File: src/hdl/mmh_pkg.sv
// shared types, constants and codes for the murmur64a word hash
// no dependencies
package mmh_pkg;

   localparam int ChunkWidth   = 64;
   localparam int LenWidth     = 8;
   localparam int ReqDataWidth = 72;
   localparam int HashWidth    = 64;
   localparam int HalfWidth    = 32;
   localparam int CsrAddrWidth = 4;
   localparam int CsrDataWidth = 64;
   localparam int MixShift     = 47;

   localparam logic [63:0] MixMul = 64'hc6a4a7935bd1e995;

   // register select bit of the csr address (byte address / 8)
   localparam logic CsrIdxSeed = 1'b0;

   typedef enum logic [3:0] {
      ST_IDLE,
      ST_ROUTE,
      ST_LEN,
      ST_K1,
      ST_K2,
      ST_MIXH,
      ST_TAIL,
      ST_FINAL
   } state_type;

   typedef enum logic [1:0] {
      MPH_NONE,
      MPH_P0,
      MPH_P1,
      MPH_P2
   } mul_phase_type;

   typedef enum logic [3:0] {
      WB_NONE,
      WB_LOAD,
      WB_INIT,
      WB_SETK,
      WB_TAIL,
      WB_FOLD,
      WB_K1,
      WB_K2,
      WB_H,
      WB_H_FIN,
      WB_OUT
   } wb_type;

   typedef struct packed {
      mul_phase_type phase;
      wb_type        wb;
   } cmd_type;

   typedef struct packed {
      logic last;
      logic tail_nz;
      logic len_zero;
   } status_type;

endpackage

File: src/hdl/mmh_csr.sv
// configuration registers: hash seed behind an apb-style port
// depends on mmh_pkg
module mmh_csr (
   input  logic                             clock,
   input  logic                             reset,
   input  logic                             csr_psel,
   input  logic                             csr_penable,
   input  logic                             csr_pwrite,
   input  logic [mmh_pkg::CsrAddrWidth-1:0] csr_paddr,
   input  logic [mmh_pkg::CsrDataWidth-1:0] csr_pwdata,
   output logic [mmh_pkg::CsrDataWidth-1:0] csr_prdata,
   output logic [mmh_pkg::HashWidth-1:0]    seed
);
   import mmh_pkg::*;

   logic [HashWidth-1:0] seed_ff;
   logic [HashWidth-1:0] seed_in;
   logic                 sel_seed;

   assign sel_seed = (csr_paddr[CsrAddrWidth-1] == CsrIdxSeed);

   always_comb begin
      seed_in = seed_ff;
      if (csr_psel && csr_penable && csr_pwrite && sel_seed) begin
         seed_in = csr_pwdata;
      end
   end

   always_ff @(posedge clock) begin
      if (reset) begin
         seed_ff <= '0;
      end else begin
         seed_ff <= seed_in;
      end
   end

   assign csr_prdata = sel_seed ? seed_ff : '0;
   assign seed       = seed_ff;

endmodule

File: src/hdl/mmh_ctrl.sv
// controller: sequences load and mixing multiplies of each beat and the output of each word
// depends on mmh_pkg
module mmh_ctrl (
   input  logic                clock,
   input  logic                reset,
   input  logic                req_tvalid,
   output logic                req_tready,
   output logic                rsp_tvalid,
   input  logic                rsp_tready,
   input  mmh_pkg::status_type status,
   output mmh_pkg::cmd_type    cmd
);
   import mmh_pkg::*;

   state_type     state_ff;
   state_type     state_in;
   mul_phase_type phase_ff;
   mul_phase_type phase_in;
   mul_phase_type phase_next;
   logic          start_ff;
   logic          start_in;
   logic          rsp_valid_ff;
   logic          rsp_valid_in;
   logic          out_fire;
   logic          stall;

   assign req_tready = (state_ff == ST_IDLE);
   assign rsp_tvalid = rsp_valid_ff;

   always_comb begin
      unique case (phase_ff)
         MPH_P0:   phase_next = MPH_P1;
         MPH_P1:   phase_next = MPH_P2;
         MPH_P2:   phase_next = MPH_P0;
         MPH_NONE: phase_next = MPH_P0;
      endcase
   end

   always_comb begin
      state_in = state_ff;
      phase_in = phase_ff;
      start_in = start_ff;
      cmd.phase = MPH_NONE;
      cmd.wb = WB_NONE;
      out_fire = 1'b0;
      stall = 1'b0;
      unique case (state_ff)
         ST_IDLE: begin
            if (req_tvalid) begin
               cmd.wb = WB_LOAD;
               start_in = 1'b0;
               state_in = start_ff ? ST_LEN : ST_ROUTE;
            end
         end
         ST_ROUTE: begin
            priority if (!status.last || (!status.tail_nz && !status.len_zero)) begin
               cmd.wb = WB_SETK;
               state_in = ST_K1;
            end else if (status.tail_nz) begin
               cmd.wb = WB_TAIL;
               state_in = ST_TAIL;
            end else begin
               cmd.wb = WB_FOLD;
               state_in = ST_FINAL;
            end
         end
         ST_LEN: begin
            cmd.phase = phase_ff;
            if (phase_ff == MPH_P2) begin
               cmd.wb = WB_INIT;
               state_in = ST_ROUTE;
            end
         end
         ST_K1: begin
            cmd.phase = phase_ff;
            if (phase_ff == MPH_P2) begin
               cmd.wb = WB_K1;
               state_in = ST_K2;
            end
         end
         ST_K2: begin
            cmd.phase = phase_ff;
            if (phase_ff == MPH_P2) begin
               cmd.wb = WB_K2;
               state_in = ST_MIXH;
            end
         end
         ST_MIXH: begin
            cmd.phase = phase_ff;
            if (phase_ff == MPH_P2) begin
               if (status.last) begin
                  cmd.wb = WB_H_FIN;
                  state_in = ST_FINAL;
               end else begin
                  cmd.wb = WB_H;
                  state_in = ST_IDLE;
               end
            end
         end
         ST_TAIL: begin
            cmd.phase = phase_ff;
            if (phase_ff == MPH_P2) begin
               cmd.wb = WB_H_FIN;
               state_in = ST_FINAL;
            end
         end
         ST_FINAL: begin
            cmd.phase = phase_ff;
            if (phase_ff == MPH_P2) begin
               if (rsp_valid_ff && !rsp_tready) begin
                  // output register still full
                  stall = 1'b1;
               end else begin
                  cmd.wb = WB_OUT;
                  out_fire = 1'b1;
                  start_in = 1'b1;
                  state_in = ST_IDLE;
               end
            end
         end
         default: begin
            state_in = ST_IDLE;
         end
      endcase
      if ((cmd.phase != MPH_NONE) && !stall) begin
         phase_in = phase_next;
      end
   end

   assign rsp_valid_in = out_fire || (rsp_valid_ff && !rsp_tready);

   always_ff @(posedge clock) begin
      if (reset) begin
         state_ff <= ST_IDLE;
         phase_ff <= MPH_P0;
         start_ff <= 1'b1;
         rsp_valid_ff <= 1'b0;
      end else begin
         state_ff <= state_in;
         phase_ff <= phase_in;
         start_ff <= start_in;
         rsp_valid_ff <= rsp_valid_in;
      end
   end

endmodule

File: src/hdl/mmh_datapath.sv
// datapath: beat registers, running hash and a shared 32x32 multiplier
// that forms x * mix constant from partial products; depends on mmh_pkg
module mmh_datapath (
   input  logic                             clock,
   input  mmh_pkg::cmd_type                 cmd,
   input  logic [mmh_pkg::ChunkWidth-1:0]   chunk_bytes,
   input  logic [mmh_pkg::LenWidth-1:0]     word_length,
   input  logic                             last_chunk,
   input  logic [mmh_pkg::HashWidth-1:0]    seed,
   output mmh_pkg::status_type              status,
   output logic [mmh_pkg::HashWidth-1:0]    hash_value
);
   import mmh_pkg::*;

   logic [ChunkWidth-1:0]   k_ff;
   logic [ChunkWidth-1:0]   k_in;
   logic [LenWidth-1:0]     len_ff;
   logic [LenWidth-1:0]     len_in;
   logic                    last_ff;
   logic                    last_in;
   logic [HashWidth-1:0]    h_ff;
   logic [HashWidth-1:0]    h_in;
   logic [HashWidth-1:0]    x_ff;
   logic [HashWidth-1:0]    x_in;
   logic [HashWidth-1:0]    acc_ff;
   logic [HashWidth-1:0]    acc_in;
   logic [HashWidth-1:0]    hash_ff;
   logic [HashWidth-1:0]    hash_in;
   logic [HalfWidth-1:0]    mul_a;
   logic [HalfWidth-1:0]    mul_b;
   logic [2*HalfWidth-1:0]  prod;
   logic [HalfWidth-1:0]    res_hi;
   logic [HashWidth-1:0]    mul_res;
   logic [HashWidth-1:0]    res_fold;

   function automatic logic [ChunkWidth-1:0] byte_mask(input logic [2:0] n);
      logic [ChunkWidth-1:0] m;
      m = '0;
      for (int i = 0; i < ChunkWidth / 8; i++) begin
         m[8*i +: 8] = (3'(i) < n) ? 8'hff : 8'h00;
      end
      return m;
   endfunction

   // partial products: lo*lo, then hi*lo and lo*hi into the upper half
   always_comb begin
      mul_a = x_ff[HalfWidth-1:0];
      mul_b = MixMul[HalfWidth-1:0];
      if (cmd.phase == MPH_P1) begin
         mul_a = x_ff[HashWidth-1:HalfWidth];
      end
      if (cmd.phase == MPH_P2) begin
         mul_b = MixMul[HashWidth-1:HalfWidth];
      end
   end

   assign prod     = mul_a * mul_b;
   assign res_hi   = acc_ff[HashWidth-1:HalfWidth] + prod[HalfWidth-1:0];
   assign mul_res  = {res_hi, acc_ff[HalfWidth-1:0]};
   assign res_fold = mul_res ^ (mul_res >> MixShift);

   always_comb begin
      acc_in = acc_ff;
      unique case (cmd.phase)
         MPH_P0:   acc_in = prod;
         MPH_P1:   acc_in = {res_hi, acc_ff[HalfWidth-1:0]};
         MPH_P2:   acc_in = acc_ff;
         MPH_NONE: acc_in = acc_ff;
      endcase
   end

   always_comb begin
      k_in = k_ff;
      len_in = len_ff;
      last_in = last_ff;
      h_in = h_ff;
      x_in = x_ff;
      hash_in = hash_ff;
      unique case (cmd.wb)
         WB_NONE: begin
         end
         WB_LOAD: begin
            k_in = chunk_bytes;
            len_in = word_length;
            last_in = last_chunk;
            x_in = {{(HashWidth-LenWidth){1'b0}}, word_length};
         end
         WB_INIT:  h_in = seed ^ mul_res;
         WB_SETK:  x_in = k_ff;
         WB_TAIL:  x_in = h_ff ^ (k_ff & byte_mask(len_ff[2:0]));
         WB_FOLD:  x_in = h_ff ^ (h_ff >> MixShift);
         WB_K1:    x_in = res_fold;
         WB_K2:    x_in = h_ff ^ mul_res;
         WB_H:     h_in = mul_res;
         WB_H_FIN: x_in = res_fold;
         WB_OUT:   hash_in = res_fold;
         default: begin
         end
      endcase
   end

   always_ff @(posedge clock) begin
      k_ff <= k_in;
      len_ff <= len_in;
      last_ff <= last_in;
      h_ff <= h_in;
      x_ff <= x_in;
      acc_ff <= acc_in;
      hash_ff <= hash_in;
   end

   assign status.last     = last_ff;
   assign status.tail_nz  = |len_ff[2:0];
   assign status.len_zero = (len_ff == '0);
   assign hash_value      = hash_ff;

endmodule

File: src/hdl/murmur64a_word_hash.sv
// MurmurHash64A of a byte word fed as little-endian 8-byte beats. Every beat
// carries the word length; tlast marks the final beat, which yields one 64-bit
// hash on the result channel. Each 64-bit multiply by the mix constant runs
// in partial products on one shared 32x32 multiplier, so it sets the rate: a
// middle beat is loaded, routed and mixed by three multiplies; a final beat
// takes tail and final multiplies with a partial tail, three mixing ones and
// the final one with a full last chunk, the final one alone for an empty word;
// a word's first beat adds one for the length times constant start value. The
// next beat is taken while a result waits in the output register. The seed
// register at byte address 0 is read only on the first beat of a word.
module murmur64a_word_hash (
   input  logic                             clock,
   input  logic                             reset,
   input  logic                             req_tvalid,
   output logic                             req_tready,
   // chunk_bytes [63:0], word_length [71:64]
   input  logic [mmh_pkg::ReqDataWidth-1:0] req_tdata,
   input  logic                             req_tlast,
   output logic                             rsp_tvalid,
   input  logic                             rsp_tready,
   // hash_value [63:0]
   output logic [mmh_pkg::HashWidth-1:0]    rsp_tdata,
   input  logic                             csr_psel,
   input  logic                             csr_penable,
   input  logic                             csr_pwrite,
   input  logic [mmh_pkg::CsrAddrWidth-1:0] csr_paddr,
   input  logic [mmh_pkg::CsrDataWidth-1:0] csr_pwdata,
   output logic [mmh_pkg::CsrDataWidth-1:0] csr_prdata,
   output logic                             csr_pready
);
   import mmh_pkg::*;

   cmd_type              cmd;
   status_type           status;
   logic [HashWidth-1:0] seed;

   assign csr_pready = 1'b1;

   mmh_csr u_csr (
      .clock       (clock),
      .reset       (reset),
      .csr_psel    (csr_psel),
      .csr_penable (csr_penable),
      .csr_pwrite  (csr_pwrite),
      .csr_paddr   (csr_paddr),
      .csr_pwdata  (csr_pwdata),
      .csr_prdata  (csr_prdata),
      .seed        (seed)
   );

   mmh_ctrl u_ctrl (
      .clock      (clock),
      .reset      (reset),
      .req_tvalid (req_tvalid),
      .req_tready (req_tready),
      .rsp_tvalid (rsp_tvalid),
      .rsp_tready (rsp_tready),
      .status     (status),
      .cmd        (cmd)
   );

   mmh_datapath u_datapath (
      .clock       (clock),
      .cmd         (cmd),
      .chunk_bytes (req_tdata[ChunkWidth-1:0]),
      .word_length (req_tdata[ChunkWidth +: LenWidth]),
      .last_chunk  (req_tlast),
      .seed        (seed),
      .status      (status),
      .hash_value  (rsp_tdata)
   );

endmodule

File: config.mk
export PLATFORM = sky130hd
export DESIGN_NAME = murmur64a_word_hash
export DESIGN_NICKNAME = d
export VERILOG_FILES = /design/src/hdl/mmh_pkg.sv /design/src/hdl/mmh_csr.sv /design/src/hdl/mmh_ctrl.sv /design/src/hdl/mmh_datapath.sv /design/src/hdl/murmur64a_word_hash.sv
export SDC_FILE = /design/constraint.sdc
export NUM_CORES = 2
export LEC_CHECK = 0
export ABC_AREA = 0
export BUFFER_PORTS_ARGS = -buffer_cell sky130_fd_sc_hd__buf_2
export CORE_ASPECT_RATIO = 0.5
export CORE_MARGIN = 5
export CORE_UTILIZATION = 40
export DETAILED_ROUTE_END_ITERATION = 8
export GPL_TIMING_DRIVEN = 0
export SYNTH_ARGS = -nofsm -noshare
export SYNTH_HDL_FRONTEND = slang
export SYNTH_SLANG_ARGS = --single-unit
File: constraint.sdc
create_clock -name clock -period 10.3 [get_ports clock]
set_input_delay 0.515 -clock clock [delete_from_list [all_inputs] [get_ports clock]]
set_output_delay 0.515 -clock clock [all_outputs]
set_load 0.02 [all_outputs]
======== Word-level counts from Yosys, hierarchy flattened ========
Cells that the tools add are included.
operators by class
  $mul .................................... 1
  order comparisons ....................... 8
  bitwise logic cells ..................... 9
  reductions and logical operators ........ 29
  equal/unequal tests ..................... 31
  $add $sub $neg .......................... 1
  multiplexer cells ....................... 51
operator list
  operator              number
  $pmux W64 S6          1
  $pmux W64 S2          2
  $xor A64 B64 Y64      3
  $xor A64 B17 Y64      2
  $and A64 B64 Y64      1
  $mul A32 B32 Y64      1
  $mux W32              2
  $mux W64              1
  $mux W8               8
  $pmux W4 S8           2
  $mux W4               14
  $add A32 B32 Y32      1
  $eq A4 B3 Y1 const B  8
  $eq A4 B2 Y1 const B  4
  $mux W1               13
  $eq A4 B4 Y1 const B  3
  $lt A3 B3 Y1 const A  4
  $ne A2 B1 Y1 const B  6
  $mux W3               3
  $eq A2 B2 Y1 const B  4
  $eq A4 B1 Y1 const B  2
  $logic_not A8 Y1      1
  $reduce_and A8 Y1     1
  $logic_and A1 B1 Y1   6
  other kinds (19)      37
word-level totals
  logic and storage cells ................. 143
  output and inout bits ................... 131
  input bits .............................. 148
  flip-flop bits (word level) ............. 401

======== Depth between registers and ports, before layout ========
  depth after elaboration ................. 9
  gate-level depth with buffers ........... 41
  gate-level depth less buffers ........... 38

======== Hierarchy ========
Synthesis repeated with hierarchy kept, for this count alone.
unflattened totals
  cells, all modules ...................... 4252
  area total of the unflattened synthesis .. 44372.6 um^2
modules (own cells, without submodules)
  module               area each (um^2)  instances  cells each  sequential area each (um^2)
  mmh_datapath         40433.8           1          3821        9879.5
  mmh_csr              3345.7            1          349         1281.2
  mmh_ctrl             581.8             1          80          140.1
  murmur64a_word_hash  11.3              1          2           0.0

======== Least setup slack after synthesis ========
No wires, ideal clock.
  kind .................................... reg-to-reg
  from .................................... reg u_ctrl.state_ff[1]
  to ...................................... reg u_datapath.x_ff[16], data pin
  period minus slack after synthesis ...... 10382 ps
  setup time .............................. 261 ps
  data required time ...................... 10039 ps
  path slack .............................. -82 ps
  arrival time ............................ 10121 ps
  stages on the path, launching flop included .. 34
  path buffers ............................ 5
  cell sequence ........................... dfxtp_1 buf_2 clkbuf_1 o21ai_0 ha_1 buf_2 buf_1 clkbuf_1 mux2i_1 inv_1 nand2_1 inv_1 fa_1 inv_1 fa_1 fa_1 fa_1 inv_1 fa_1 fa_1 fa_1 fa_1 ha_1 nand2_1 or3_1 a311oi_2 o21ba_2 xnor2_1 ha_1 and4_1 a311oi_4 xnor2_4 xnor2_2 a221o_1
on the way
  longest elaborated chain between the ends .. 9
  elaborated cells between the ends (all ways) .. 27
  classes of those cells .................. 1 x add/sub; 1 x mul; 16 x eq/ne; 5 x mux; 1 x bitwise; 3 x reduce/logical
ends and longest elaborated chain
  item                                          line                                    source
  from (decl)                                   mmh_ctrl.sv:15                          state_type state_ff;
  from (signal assigned)                        mmh_ctrl.sv:139                         state_ff <= state_in;
  $eq A4 B2 Y1 or $eq A4 B3 Y1 (tied branches)  mmh_ctrl.sv:47                          unique case (state_ff)
  $reduce_or A6 Y1 (no line) *                  -
  $mux W2 *                                     mmh_ctrl.sv:47
  $eq A2 B2 Y1, on equally long branches        mmh_datapath.sv:49, mmh_datapath.sv:52
  $mux W32, on equally long branches            mmh_datapath.sv:49, mmh_datapath.sv:52
  $mul A32 B32 Y64 *                            mmh_datapath.sv:57                      assign prod = mul_a * mul_b;
  $add A32 B32 Y32 *                            mmh_datapath.sv:58                      assign res_hi = acc_ff[HashWidth-1:HalfWidth] + prod[HalfWidth-1:0];
  $xor A64 B17 Y64 *                            mmh_datapath.sv:60                      assign res_fold = mul_res ^ (mul_res >> MixShift);
  net u_datapath.res_fold[16]                   mmh_datapath.sv:34                      logic [HashWidth-1:0] res_fold;
  $pmux W64 S6 *                                mmh_datapath.sv:79                      unique case (cmd.wb)
  net u_datapath.x_in[16]                       mmh_datapath.sv:24                      logic [HashWidth-1:0] x_in;
  to (signal assigned)                          mmh_datapath.sv:107                     x_ff <= x_in;
  to (decl)                                     mmh_datapath.sv:23                      logic [HashWidth-1:0] x_ff;
The timed path passes the listed nets; every way through them passes the cells marked *.
A chain may end at the register's enable or synchronous reset.

======== Final worst setup path ========
  from .................................... reg u_ctrl.state_ff[2]
  to ...................................... reg u_datapath.x_ff[16], data pin
Same word-level chain as after synthesis.

==> reports/metrics.csv <==
metric;value;unit
initial DRC count;3313;
pre-CTS setup slack;-3410;ps
Final Hold Fails;0;
post-layout min period;10160;ps
row count;85;
Stages on worst setup path;39;
R2R cell count;39;
Die Area;117000;um^2
Die Span X;478;um
Yosys Warn Count;0;
fin worst setup slack;143;ps
ys flop type;edfxtp_1;
met2 wire length;70500;um
Synth top area share;28.3;%
CP Launch Type;register;
Slew @ Worst Pin;1300;ps
WHS Path Cells;1;
WP buf/inv;10;
syn_area_per_cell;10.4;um^2
antenna viol nets, final;0;
GRT Total Usage;26.7;%
GPL Wtd Cong;0.989;
R2R Setup Slk;140;ps
Commonest cells post-synth;inv_1, fa_1, ha_1;
Slew Viols, Final;0;
Worst Skew;25.5;ps
Critical Path End Type;register;
register area share after synthesis;25.8;%
HP Class;input pin to register;
CP peak stage delay;550;ps
met1 wire length;67700;um
Layout Nets;5932;
fraction of layout cells with a size suffix above 1;18.9;%
CTS sink cnt;400;
async set-reset flop share out of synthesis;0;%
CTS tree;done;
WL/cell;25.6;um
drc violations;0;
pin count of the biggest net entering global routing;65;
Setup violations, final;0;
Post-Syn Area;43800;um^2
Post-Synthesis Cells;4195;
Critical Path Fanout Max;10;
main area contributors after synthesis;fa_1, edfxtp_1, ha_1;
#FFs+latches synth;400;
slowest stage cell on the critical path;fa_1;
CP required;10630;ps
initial core utilization;40.5;%
Vias;33900;
Area Overhead vs Synth;18.9;%
io pins;279;
CORE AREA;108000;um^2
status;completed;
CP most frequent cell;ha_1;
Max Cap Violations;0;
Max Buffers Root-to-Sink;3;
vias in the first global route;34400;
initial antenna violation count;3;
post-synth top area cell;fa_1;
DRT Pass-1 Iters;8;
# port buffers;273;
die height;244;um
clk_lat worst skew;580;ps
global-route wire length before repair;231000;um
final core occ;48.2;%
crit path DAT;10490;ps
hpwl dp;131000;um
Via density;5.47;
WL met3;15600;um
CTS buffer count;42;
period utilization;98.6;%
hold slack;117;ps
Max Freq;0.0985;GHz
Root Driver;clkbuf_16;
Top Layer Used;met5;
Slew headroom;12.6;%
count leader, synth;inv_1;
CTS Hold Bufs;0;
Cell variety after synth;93;
Clock transition at path regs;70;ps
Post-synth EDFFs;329;
critical path class;register to register;
number of H-tree levels;2;
grt ovf;0;
CP top delay family;adder cells;
drt total wl;159000;um
[sequential cells by signal, summed over array words and instances, names as in the netlist]
| signal | flops |
|---|---|
| u_csr.seed | 64 |
| u_datapath.acc_ff | 64 |
| u_datapath.h_ff | 64 |
| u_datapath.hash_value | 64 |
| u_datapath.k_ff | 64 |
| u_datapath.x_ff | 64 |
| u_datapath.len_ff | 8 |
| u_ctrl.state_ff | 3 |
| u_ctrl.phase_ff | 2 |
| u_ctrl.rsp_tvalid | 1 |
| u_ctrl.start_ff | 1 |
| u_datapath.last_ff | 1 |
[worst reg2reg max path, delay by kind of cell, from the launching register on]
family / cells / cell delay, ps
compound gates: 9 / 2240
xor+xnor: 4 / 980
fa+ha+maj: 11 / 3970
buf+inv: 10 / 1380
flops: 1 / 300
mux: 1 / 230
simple gates: 4 / 800
[stage by stage]
| step | setup TNS (ps) | instance area [um^2] | std cells |
|---|---|---|---|
| 3_3_place_gp | -299950 | 47000 | 5908 |
| 6_report | 0 | 52000 | 6199 |
| 3_5_place_dp | -277940 | 47200 | 5921 |
| 2_1_floorplan | 0 | 43800 | 4200 |
| 4_1_cts | -41.8 | 50600 | 6101 |
| 5_1_grt | -237 | 52000 | 6197 |
[cells in the final DEF, fill, tap and decap left out, drive strengths merged, types with 17 or more instances in the layout]
cell type / count
inv: 710
fa: 619
buf: 521
ha: 436
nand2: 415
edfxtp: 329
a21oi: 210
xnor2: 183
clkbuf: 180
o21ai: 173
nor2: 152
nor2b: 91
dfxtp: 71
xor2: 59
a21o: 54
a221o: 48
and2: 48
clkinvlp: 41
mux2i: 33
or2: 26
nand2b: 25
nand3: 21
nand4: 20
nor3: 20
o21bai: 18
o221ai: 17
clkinv: 17
[path summary, 6_finish.rpt]
check / startpoint / endpoint
hold / removal: req_tdata[2] / u_datapath.k_ff[2]
hold reg to reg: u_csr.seed[25] / u_csr.seed[25]
setup / recovery: u_ctrl.state_ff[2] / u_datapath.x_ff[16]
setup reg to reg: u_ctrl.state_ff[2] / u_datapath.x_ff[16]
[routing by layer]
layer / up-vias / GRT usage (%)
met3: 271 / 6.10
met2: 1667 / 42.0
met5: - / 0
met4: 4 / 6.40
met1: 17100 / 37.6
li1: 14900 / -
[cell families (layout without fill, tap and decap cells)]
family,Yosys count,count (layout),share of synthesized area (%)
compound gates,676,676,10.3
buf+inv,909,1471,7.91
mux,40,40,0.935
other cells,2,9,0.0172
simple gates,871,871,9.26
fa+ha+maj,1055,1055,40.8
flops,400,400,25.8
xor+xnor,242,242,5.03
[what timing repair did]
item	CTS	global route
pin swaps	23	62
endpoints found under the hold margin	0	0
gates resized for setup	240	143
endpoints found under the setup margin	141	76
gates cloned	0	2
setup buffers	105	93
[final cells by class]
| class | count | area [um^2] |
|---|---|---|
| well taps | 1435 | 1800 |
| multi-input cells | 2891 | 30500 |
| fillers | 9911 | 56000 |
| diodes | 2 | 5.00 |
| repair buffers | 487 | 3330 |
| inverters | 751 | 2970 |
| flip-flops and latches | 400 | 11300 |
| clock inverters | 19 | 153 |
| clock buffers | 58 | 1190 |
| plain buffers | 156 | 808 |
Power is not shown: default switching activity piles up to over one toggle a cycle in this logic, so the estimate is an artifact.
